**src/hw/rtl/ctl_pkg.sv**
```systemverilog
`timescale 1ns / 1ps
// ----------------------------------------------------------------------------
// ctl_pkg: shared types for the connection table
// key layout and the per-word control flags that travel along the cell chain
// ----------------------------------------------------------------------------
package ctl_pkg;

    localparam int unsigned PROTO_W = 8;
    localparam int unsigned ADDR_W  = 32;
    localparam int unsigned PORT_W  = 16;
    localparam int unsigned INDEX_W = 8;

    // five-tuple key
    typedef struct packed {
        logic [PROTO_W-1:0] protocol;
        logic [ADDR_W-1:0]  source_address;
        logic [ADDR_W-1:0]  destination_address;
        logic [PORT_W-1:0]  source_port;
        logic [PORT_W-1:0]  destination_port;
    } flow_key_t;

    // flags riding with a word through the chain
    typedef struct packed {
        logic valid;
        logic hit;
        logic ins;
    } flow_ctl_t;

endpackage

```
**src/hw/rtl/ctl_cell.sv**
```systemverilog
`timescale 1ns / 1ps
// ----------------------------------------------------------------------------
// ctl_cell: one table entry of the connection table
// holds one stored key, compares the passing word and hands it to the next cell
// ----------------------------------------------------------------------------
module ctl_cell
    import ctl_pkg::*;
#(
    parameter int unsigned IDX_W    = 8,
    parameter int unsigned CELL_IDX = 0
)
(
    input  logic             clk,
    input  logic             rst_n,
    input  flow_ctl_t        in_ctl,
    input  flow_key_t        in_key,
    input  logic [IDX_W-1:0] in_idx,
    output flow_ctl_t        out_ctl,
    output flow_key_t        out_key,
    output logic [IDX_W-1:0] out_idx,
    output logic             occupied
);

    logic             used_reg;
    logic             used_next;
    flow_key_t        stored_reg;
    flow_ctl_t        ctl_reg;
    flow_ctl_t        ctl_next;
    flow_key_t        key_reg;
    logic [IDX_W-1:0] idx_reg;
    logic [IDX_W-1:0] idx_next;
    logic             match;
    logic             take;

    // first free cell reached with no hit so far: the word lands here
    assign match = in_ctl.valid && used_reg && (stored_reg == in_key);
    assign take  = in_ctl.valid && !used_reg && !in_ctl.hit && !in_ctl.ins;

    always_comb
    begin
        ctl_next  = in_ctl;
        idx_next  = in_idx;
        used_next = used_reg;
        if (match)
        begin
            // later match wins
            ctl_next.hit = 1'b1;
            idx_next     = IDX_W'(CELL_IDX);
        end
        if (take)
        begin
            ctl_next.ins = 1'b1;
            idx_next     = IDX_W'(CELL_IDX);
            used_next    = 1'b1;
        end
    end

    always_ff @(posedge clk or negedge rst_n)
    begin
        if (!rst_n)
        begin
            used_reg <= 1'b0;
            ctl_reg  <= '0;
        end
        else
        begin
            used_reg <= used_next;
            ctl_reg  <= ctl_next;
        end
    end

    always_ff @(posedge clk)
    begin
        key_reg <= in_key;
        idx_reg <= idx_next;
        if (take)
        begin
            stored_reg <= in_key;
        end
    end

    assign out_ctl  = ctl_reg;
    assign out_key  = key_reg;
    assign out_idx  = idx_reg;
    assign occupied = used_reg;

endmodule

```
**config.mk**
```make
export PLATFORM = sky130hd
export DESIGN_NAME = ctl_cell
export DESIGN_NICKNAME = d
export VERILOG_FILES = /design/src/hw/rtl/ctl_pkg.sv /design/src/hw/rtl/ctl_cell.sv
export SDC_FILE = /design/constraint.sdc
export NUM_CORES = 1
export LEC_CHECK = 0
export BUFFER_PORTS_ARGS = -buffer_cell sky130_fd_sc_hd__buf_2
export CAP_MARGIN = 20
export CORE_MARGIN = 3
export CORE_UTILIZATION = 49
export DETAILED_ROUTE_END_ITERATION = 12
export PLACE_DENSITY = 0.81
export SKIP_CTS_REPAIR_TIMING = 1
export SLEW_MARGIN = 20
export SYNTH_ARGS = -nofsm -noshare
export SYNTH_HDL_FRONTEND = slang
export SYNTH_SLANG_ARGS = --single-unit
export TNS_END_PERCENT = 50
```
**constraint.sdc**
```tcl
create_clock -name clk -period 4.4 [get_ports clk]
set_clock_uncertainty 0.05 [all_clocks]
set_input_delay 0 -clock clk [delete_from_list [all_inputs] [get_ports clk]]
set_output_delay 0 -clock clk [all_outputs]
set_load 0.05 [all_outputs]
```
# After elaboration in Yosys (flattened, before gate mapping)
# Index checks and enable logic that the tools add are counted.
[word_totals]
regBits = 220
in_bits = 117
output_inout_bits = 116
word_cells = 27
[op_classes]
n_eq_ne = 1
n_mux = 2
n_reduce_logical = 9
[op_table]
columns = ["cell", "count"]
rows = [
  ["$eq A104 B104 Y1", 1],
  ["$logic_and A1 B1 Y1", 5],
  ["$logic_not A1 Y1", 3],
  ["$mux W1", 2],
  ["$reduce_or A2 Y1", 1],
]

# Logic depth before layout (Yosys ltp)
# Gate-level depths: netlist (run 1).
[depth]
depth_word = 5
mapped_depth = 6

# Worst setup path after synthesis (run 1)
# No wires, ideal clock.
[synth_path]
path_kind = "register to register"
startpoint = "reg used_reg (netlist: occupied)"
endpoint = "reg stored_reg[0] (netlist bit) (enable)"
setup_time_ps = 457
required_ps = 3893
slack_ps = 754
arrival_ps = 3139
path_buffers = 1
synth_period_minus_slack_ps = 3646
path_stages_with_launch = 5
cell_sequence = "dfrtp_1 > nor3b_1 > nand2b_1 > clkbuf_1 > inv_1"
[synth_via]
elab_chain_cells = 4
[synth_rtl]
columns = ["element", "line", "source"]
rows = [
  ["start: declaration", "ctl_cell.sv:24", "logic used_reg;"],
  ["start signal: assignment", "ctl_cell.sv:67", "used_reg <= used_next;"],
  ["$logic_not A1 Y1", "ctl_cell.sv:37", "assign take = in_ctl.valid && !used_reg && !in_ctl.hit && !in_ctl.ins;"],
  ["$logic_and A1 B1 Y1 (3 in a row)", "ctl_cell.sv:37", ""],
  ["net take", "ctl_cell.sv:33", "logic take;"],
  ["end signal: assignment", "ctl_cell.sv:78", "stored_reg <= in_key;"],
  ["end: declaration", "ctl_cell.sv:26", "flow_key_t stored_reg;"],
]
# The timed path passes the listed nets, and every way through them passes these cells.
# A chain may end at the register's enable or synchronous reset.

# Final worst setup path (run 1)
[layout_path]
startpoint = "reg used_reg (netlist: occupied)"
endpoint = "reg stored_reg[86] (netlist bit) (enable)"
# Same word-level chain as after synthesis.

==> summary.md, run 1 <==
| Metric | Value |
|---|---|
| First-pass GRT wire length | `22800 um` |
| DIE AREA | `~15000 um^2` |
| Antenna violations before repair | `0` |
| Final ANT Viol Nets | `0` |
| CORE AREA | `roughly 13000 um^2` |
| Average vias per placed instance | `4.81` |
| FF+latch area | `between 5000 and 6000 um^2` |
| CTS buffer count | `23` |
| Routed wire length | `17400 um` |
| Htree depth | `1` |
| Reg2reg end | `stored_reg[86]` |
| Drt pass-1 iters | `4` |
| Launch point of the worst reg-to-reg path | `occupied` |
| Routability cong. | `0.794` |
| Leak | `4.25 nW` |
| Clock slew seen by the registers of the worst setup and hold paths | `~70 ps` |
| Asr flop ratio synth | `0.0182` |
| RSZ-0062 raised after global routing | `no` |
| Hold endpoint | `out_key[70]` |
| Seq cells post-synth | `between 200 and 250` |
| CP Class | `register to register` |
| Syn Inst Count | `413` |
| Hold Crit Depth | `2` |
| Wire per inst | `17.8 um` |
| Hold Vio Cnt, Final | `0` |
| Die width | `124 um` |
| Worst-margin pin slew | `648 ps` |
| Crit Path Max Fanout | `52` |
| Number of flops mapped to enable cells by yosys | `104` |
| Total grt overflow | `0` |
| Final Setup Violations | `0` |
| Setup TNS | `0 ps` |
| Largest net degree at the start of global routing | `53` |
| Mapped Area | `6850 um^2` |
| Hold_ws | `131 ps` |
| Crit. End Element | `register` |
| Clk Latency, worst-skew pair | `490 ps` |
| Initial DRC count | `240` |
| Boundary Pins | `between 200 and 250` |
| Final #Nets | `905` |
| Final period util | `0.551` |
| Placed Instances | `822` |
| Ratio of cells with drive above 1 in the final layout | `0.342` |
| Design Power | `0.00469 W` |
| Vias in the first global route | `4487` |
| Vias post-DR | `4716` |
| GRT Total Usage | `0.181` |
| Max Cap Violations | `0` |
| Tightest Hold Check Type | `input port to register` |
| Crit start category | `register` |
| CTS Buffer Depth | `3` |
| # diodes | `0` |
| Max Freq | `413 MHz` |
| Reg-to-reg slack, setup | `1980 ps` |
| Register area share after synthesis | `0.798` |
| Syn nets | `530` |
| # clock sinks | `220` |
| Crit path DAT | `2520 ps` |
| R2R depth | `4` |
| Dpl hpwl | `10600 um` |
| Synth cell types | `28` |
| Most frequent cells in the layout | `232 x buf_2, 117 x dlygate4sd3_1, 112 x dfxtp_1, 104 x edfxtp_1, 60 x xnor2_1` |
| Layout Cells excl Fill | `slightly below 1k` |
| PD cells | `460 nW/um^2` |
| Worst vdd ir | `0.426 mV` |
| Die Ht | `between 100 and 150 um` |
| Ys flop type | `dfxtp_1` |
| Footprint of the multi-input gates | `1280 um^2` |
| DRC Markers | `0` |
| HP Start | `in_key[70]` |
| Headroom to the max-slew limit | `0.564` |
| # rows | `42` |
| Outcome | `finished clean` |
| Avg Synthesized Cell Area | `approximately 17 um^2` |
| Minimum clock period | `2420 ps` |
| Port bufs | `232` |
| Root buf cell | `clkbuf_16` |
| P&R area growth vs syn | `48.5%` |
| Max-slew violations | `0` |
| CTS tree | `yes` |
| Commonest non-fill, non-tap cell in the layout | `buf_2` |
| Starting Density | `0.509` |
| WP data required | `4500 ps` |
| Fillers | `819` |
| Synth warnings | `0` |
cell type report:
cell class,instances,area share
flip-flops and latches,220,0.537
repair buffers,351,0.231
multi-input cells,164,0.126
clock buffers,35,0.0692
well taps,176,0.0216
inverters,28,0.0106
clock inverters,7,0.00516
worst max-delay path by stage:
stage	startpoint	to	slack [ps]	cells after the start
floorplan	occupied	stored_reg[0]	750	4
global placement	occupied	stored_reg[42]	2140	4
detailed placement	occupied	stored_reg[59]	2020	4
CTS	occupied	stored_reg[86]	1980	4
global route	occupied	stored_reg[86]	1810	4
finish	occupied	stored_reg[86]	1980	4
worst max-delay path, stage by stage (launching register included):
cell and delay (ps):
dfrtp_1 420, nor3b_1 260, nand2b_1 290, inv_4 570
buf_4 460
cells in the mapped netlist, types with 2 or more instances:
library cell | count | area, um^2
nor4_4 | 2 | 42.5
xnor2_1 | 60 | 526
xor2_1 | 16 | 140
nor4_1 | 11 | 68.8
inv_1 | 28 | 105
o2bb2ai_1 | 6 | 52.6
nor2_1 | 8 | 30.0
nand2_1 | 9 | 33.8
edfxtp_1 | 104 | 3120
nand2b_1 | 8 | 50.1
dfxtp_1 | 112 | 2240
o2111ai_1 | 2 | 17.5
a22o_1 | 5 | 43.8
dfrtp_1 | 4 | 100
nand4_1 | 17 | 106
o22ai_1 | 9 | 56.3
per-layer routing:
layer	global-route usage	vias to the layer above	wire [um]
met1	0.216	2285	6680
met2	0.318	190	9320
met3	0.0575	26	1100
met5	0	-	0
met4	0.0451	0	314
li1	-	2215	-
power breakdown:
group | switching (W) | internal (W)
logic | 0.000356 | 0.000191
registers | 0.0000275 | 0.00223
clock network | 0.000766 | 0.00112
total | 0.00115 | 0.00354
stage by stage:
stage / setup WS (ps) / utilization / area, um^2
global placement: 2140 / 0.613 / 8250
floorplan: 754 / - / 6850
finish: 1980 / 0.756 / 10200
detailed placement: 2020 / 0.613 / 8250
global route: 1810 / 0.756 / 10200
CTS: 1980 / 0.669 / 9000
logic make-up (layout without fill, tap and decap cells):
family,after synthesis,after routing,synth area share
buf+inv,29,421,0.0159
flops,220,220,0.798
xor+xnor,76,76,0.0971
simple gates,62,62,0.0562
compound gates,26,26,0.0331
No activity file was read; power rests on OpenSTA's default activity.
==> run 2: changes to the inputs <==
- ABC_AREA: unset -> 1
- CORE_UTILIZATION: 49 -> 51
- PLACE_DENSITY: 0.81 -> 0.82
- clock period: 4.4 -> 2.3 ns (I/O delays scaled with it)
==> run 2 against run 1 <==
Effect of this change:
- fmax rose by 32%
- synthesized area rose by 12%
- sequential share of layout area fell by 4.3 points
- sequential power rose by 87%
- flip-flop and latch count did not move
- design area rose by 8.7%
- first-iteration DRC count rose by 60%
- critical path depth rose by 7
- register-to-register slack got worse by 1500 ps
- worst setup slack got worse by 1500 ps
- power rose by 87%
- critical path type unchanged
- critical endpoint is now out_idx[1]
==> summary.md, run 2 <==
| Metric | Value |
|---|---|
| Avg Synthesized Cell Area | `9.79 um^2` |
| Final #Nets | `approximately 1.3k` |
| DIE AREA | `approximately 17000 um^2` |
| Design Power | `about 0.009 W` |
| Vias in the first global route | `5050` |
| Final ANT Viol Nets | `0` |
| Dpl hpwl | `11800 um` |
| Crit. End Element | `register` |
| CTS buffer count | `23` |
| Initial DRC count | `385` |
| # diodes | `0` |
| Ratio of cells with drive above 1 in the final layout | `0.233` |
| Final core utilization | `0.755` |
| Total grt overflow | `0` |
| # clock sinks | `220` |
| Pre-CTS WS | `604 ps` |
| Worst path cell trace | `inv_1 -> nand2_1 -> nand2_1 -> nor2_1 -> nand2_1 -> nor2_1 -> nand2_1 -> nor2_1 -> nand2_1 -> o21bai_4 -> nor2_1` |
| Headroom to the max-slew limit | `0.778` |
| First-pass GRT wire length | `24400 um` |
| Asr flop ratio synth | `0.0182` |
| Synth warnings | `0` |
| CTS tree | `yes` |
| Commonest non-fill, non-tap cell in the layout | `nand2_1` |
| Crit Path Max Fanout | `8` |
| Yosys top cell by area | `edfxtp_1` |
| Hold_ws | `129 ps` |
| Area after DPL | `just over 9000 um^2` |
| Syn Inst Count | `787` |
| Max-slew violations | `0` |
| Synth cell types | `14` |
| Mapped Area | `7700 um^2` |
| Leak | `5.58 nW` |
| # rows | `44` |
| Vias post-DR | `6126` |
| Outcome | `finished clean` |
| Hold Vio Cnt, Final | `0` |
| Top-count cell post-synth | `nand2_1` |
| Drt pass-1 iters | `4` |
| Die Ht | `129 um` |
| Largest net degree at the start of global routing | `62` |
| Worst setup margin | `between 400 and 500 ps` |
| Port bufs | `232` |
| Compound-Gate Fraction of Synth Area | `0.00958` |
| Htree depth | `1` |
| Routed wire length | `20000 um` |
| Number of flops mapped to enable cells by yosys | `roughly 100` |
| Clock slew seen by the registers of the worst setup and hold paths | `about 70 ps` |
| CP Class | `register to register` |
| GRT Total Usage | `0.184` |
| Clk Latency, worst-skew pair | `490 ps` |
| DRC Markers | `0` |
| Most frequent cells in the layout | `265 x nand2_1, 232 x buf_2, 177 x inv_1, 118 x dlygate4sd3_1, 112 x dfxtp_1` |
| Worst vdd ir | `0.675 mV` |
| Final period util | `0.798` |
| Most used cell, CP | `nand2_1` |
| Top cell type's share of synthesized area | `0.405` |
| Adder-cell share of the synthesized area | `0` |
| Max Freq | `545 MHz` |
| Final Setup Violations | `0` |
| Top cells by area, synth | `edfxtp_1 41%, dfxtp_1 29%, nand2_1 13%, inv_1 8.7%, nor2_1 4.4%` |
| Crit start category | `register` |
| Worst-margin pin slew | `333 ps` |
| Antenna violations before repair | `0` |
| Final instance area | `around 11000 um^2` |
| Simple-Gate Fraction of Synth Area | `0.179` |
| XOR/XNOR Fraction of Synth Area | `0.0148` |
| Wire per inst | `about 15 um` |
| Post-synthesis mux area share | `0` |
| Seq cells post-synth | `220` |
| Top post-synthesis cells by count | `265 x nand2_1, 178 x inv_1, 112 x dfxtp_1, 104 x edfxtp_1, 90 x nor2_1` |
| Routability cong. | `just under 0.8` |
| WP data required | `2620 ps` |
| Starting Density | `0.526` |
| CP max stage cell | `edfxtp_1` |
| Register area share after synthesis | `0.709` |
| Root buf cell | `clkbuf_16` |
| CORE AREA | `14600 um^2` |
| Crit path DAT | `2150 ps` |
| RSZ-0062 raised after global routing | `no` |
| PD cells | `793 nW/um^2` |
| Tightest Hold Check Type | `input port to register` |
| Boundary Pins | `between 200 and 250` |
| Syn nets | `roughly 900` |
| P&R area growth vs syn | `43.6%` |
| Average vias per placed instance | `4.49` |
| Minimum clock period | `around 1800 ps` |
| CTS Buffer Depth | `3` |
| Ys flop type | `dfxtp_1` |
| Die width | `129 um` |
| Largest family of logic cells by synthesized area | `simple AND/OR/NAND/NOR gates` |
| Delay of the slowest critical-path stage | `400 ps` |
| Max Cap Violations | `0` |
## run 2: changes by cell type after synthesis, moves of 6 or more
| cell | delta |
|---|---|
| nor4_1 | -11 |
| o22ai_1 | -9 |
| o2bb2ai_1 | -6 |
| xor2_1 | -13 |
| nand4_1 | -16 |
| xnor2_1 | -50 |
| nand2b_1 | -8 |
| nand2_1 | +256 |
| inv_1 | +150 |
| o21ai_0 | +9 |
| nor2_1 | +82 |
## run 2: layer usage
layer  up-vias  wire length [um]  GRT usage
met5         -                 0          0
met4         0               655     0.0494
met3        44               970     0.0332
met2       220             10700      0.320
met1      2774              7690      0.238
li1       3088                 -          -
## run 2: final timing paths
path | start | end | slack (ps) | cells past startpoint
max | stored_reg[21] | out_idx[1] | 470 | 11
min | in_key[35] | out_key[35] | 130 | 2
max reg2reg | stored_reg[21] | out_idx[1] | 470 | 11
min reg2reg | occupied | occupied | 550 | 2
max in group asynchronous | rst_n | occupied | 1620 | 3
min in group asynchronous | rst_n | out_ctl[2] | 360 | 3
## run 2: area by class of cell
type / count / area [um^2]
Clock buffer: 33 / 687
Clock inverter: 7 / 43.8
Fill cell: 923 / 3580
Inverter: 178 / 668
Multi-Input combinational cell: 389 / 1590
Sequential cell: 220 / 5470
Tap cell: 184 / 230
Timing Repair Buffer: 353 / 2380
## run 2: power by group
group	total, W	switching (W)	internal (W)
clock	0.00355	0.00147	0.00209
sequential	0.00423	0.0000294	0.00420
combinational	0.000991	0.000659	0.000333
total	0.00878	0.00216	0.00662
## run 2: through the flow
step	instances	TNS [ps]
final	1364	0
after global routing	1364	0
after CTS	1246	0
after detailed placement	1206	0
after global placement	1206	0
after floorplan	787	-48860
## run 2: cell families (layout without fill, tap and decap cells)
group | count (synthesis) | count (layout)
DFF | 220 | 220
and+or+nand+nor | 364 | 364
xor gates and xnor gates | 13 | 13
buffers and inverters | 178 | 571
AOI/OAI and AO/OA | 12 | 12
## run 2: worst max-delay path: cells and delay by family, from the launching register on
kind / cells / cell delay [ps]
compound gates: 1 / 240
buf+inv: 1 / 70
flops: 1 / 400
simple gates: 9 / 950
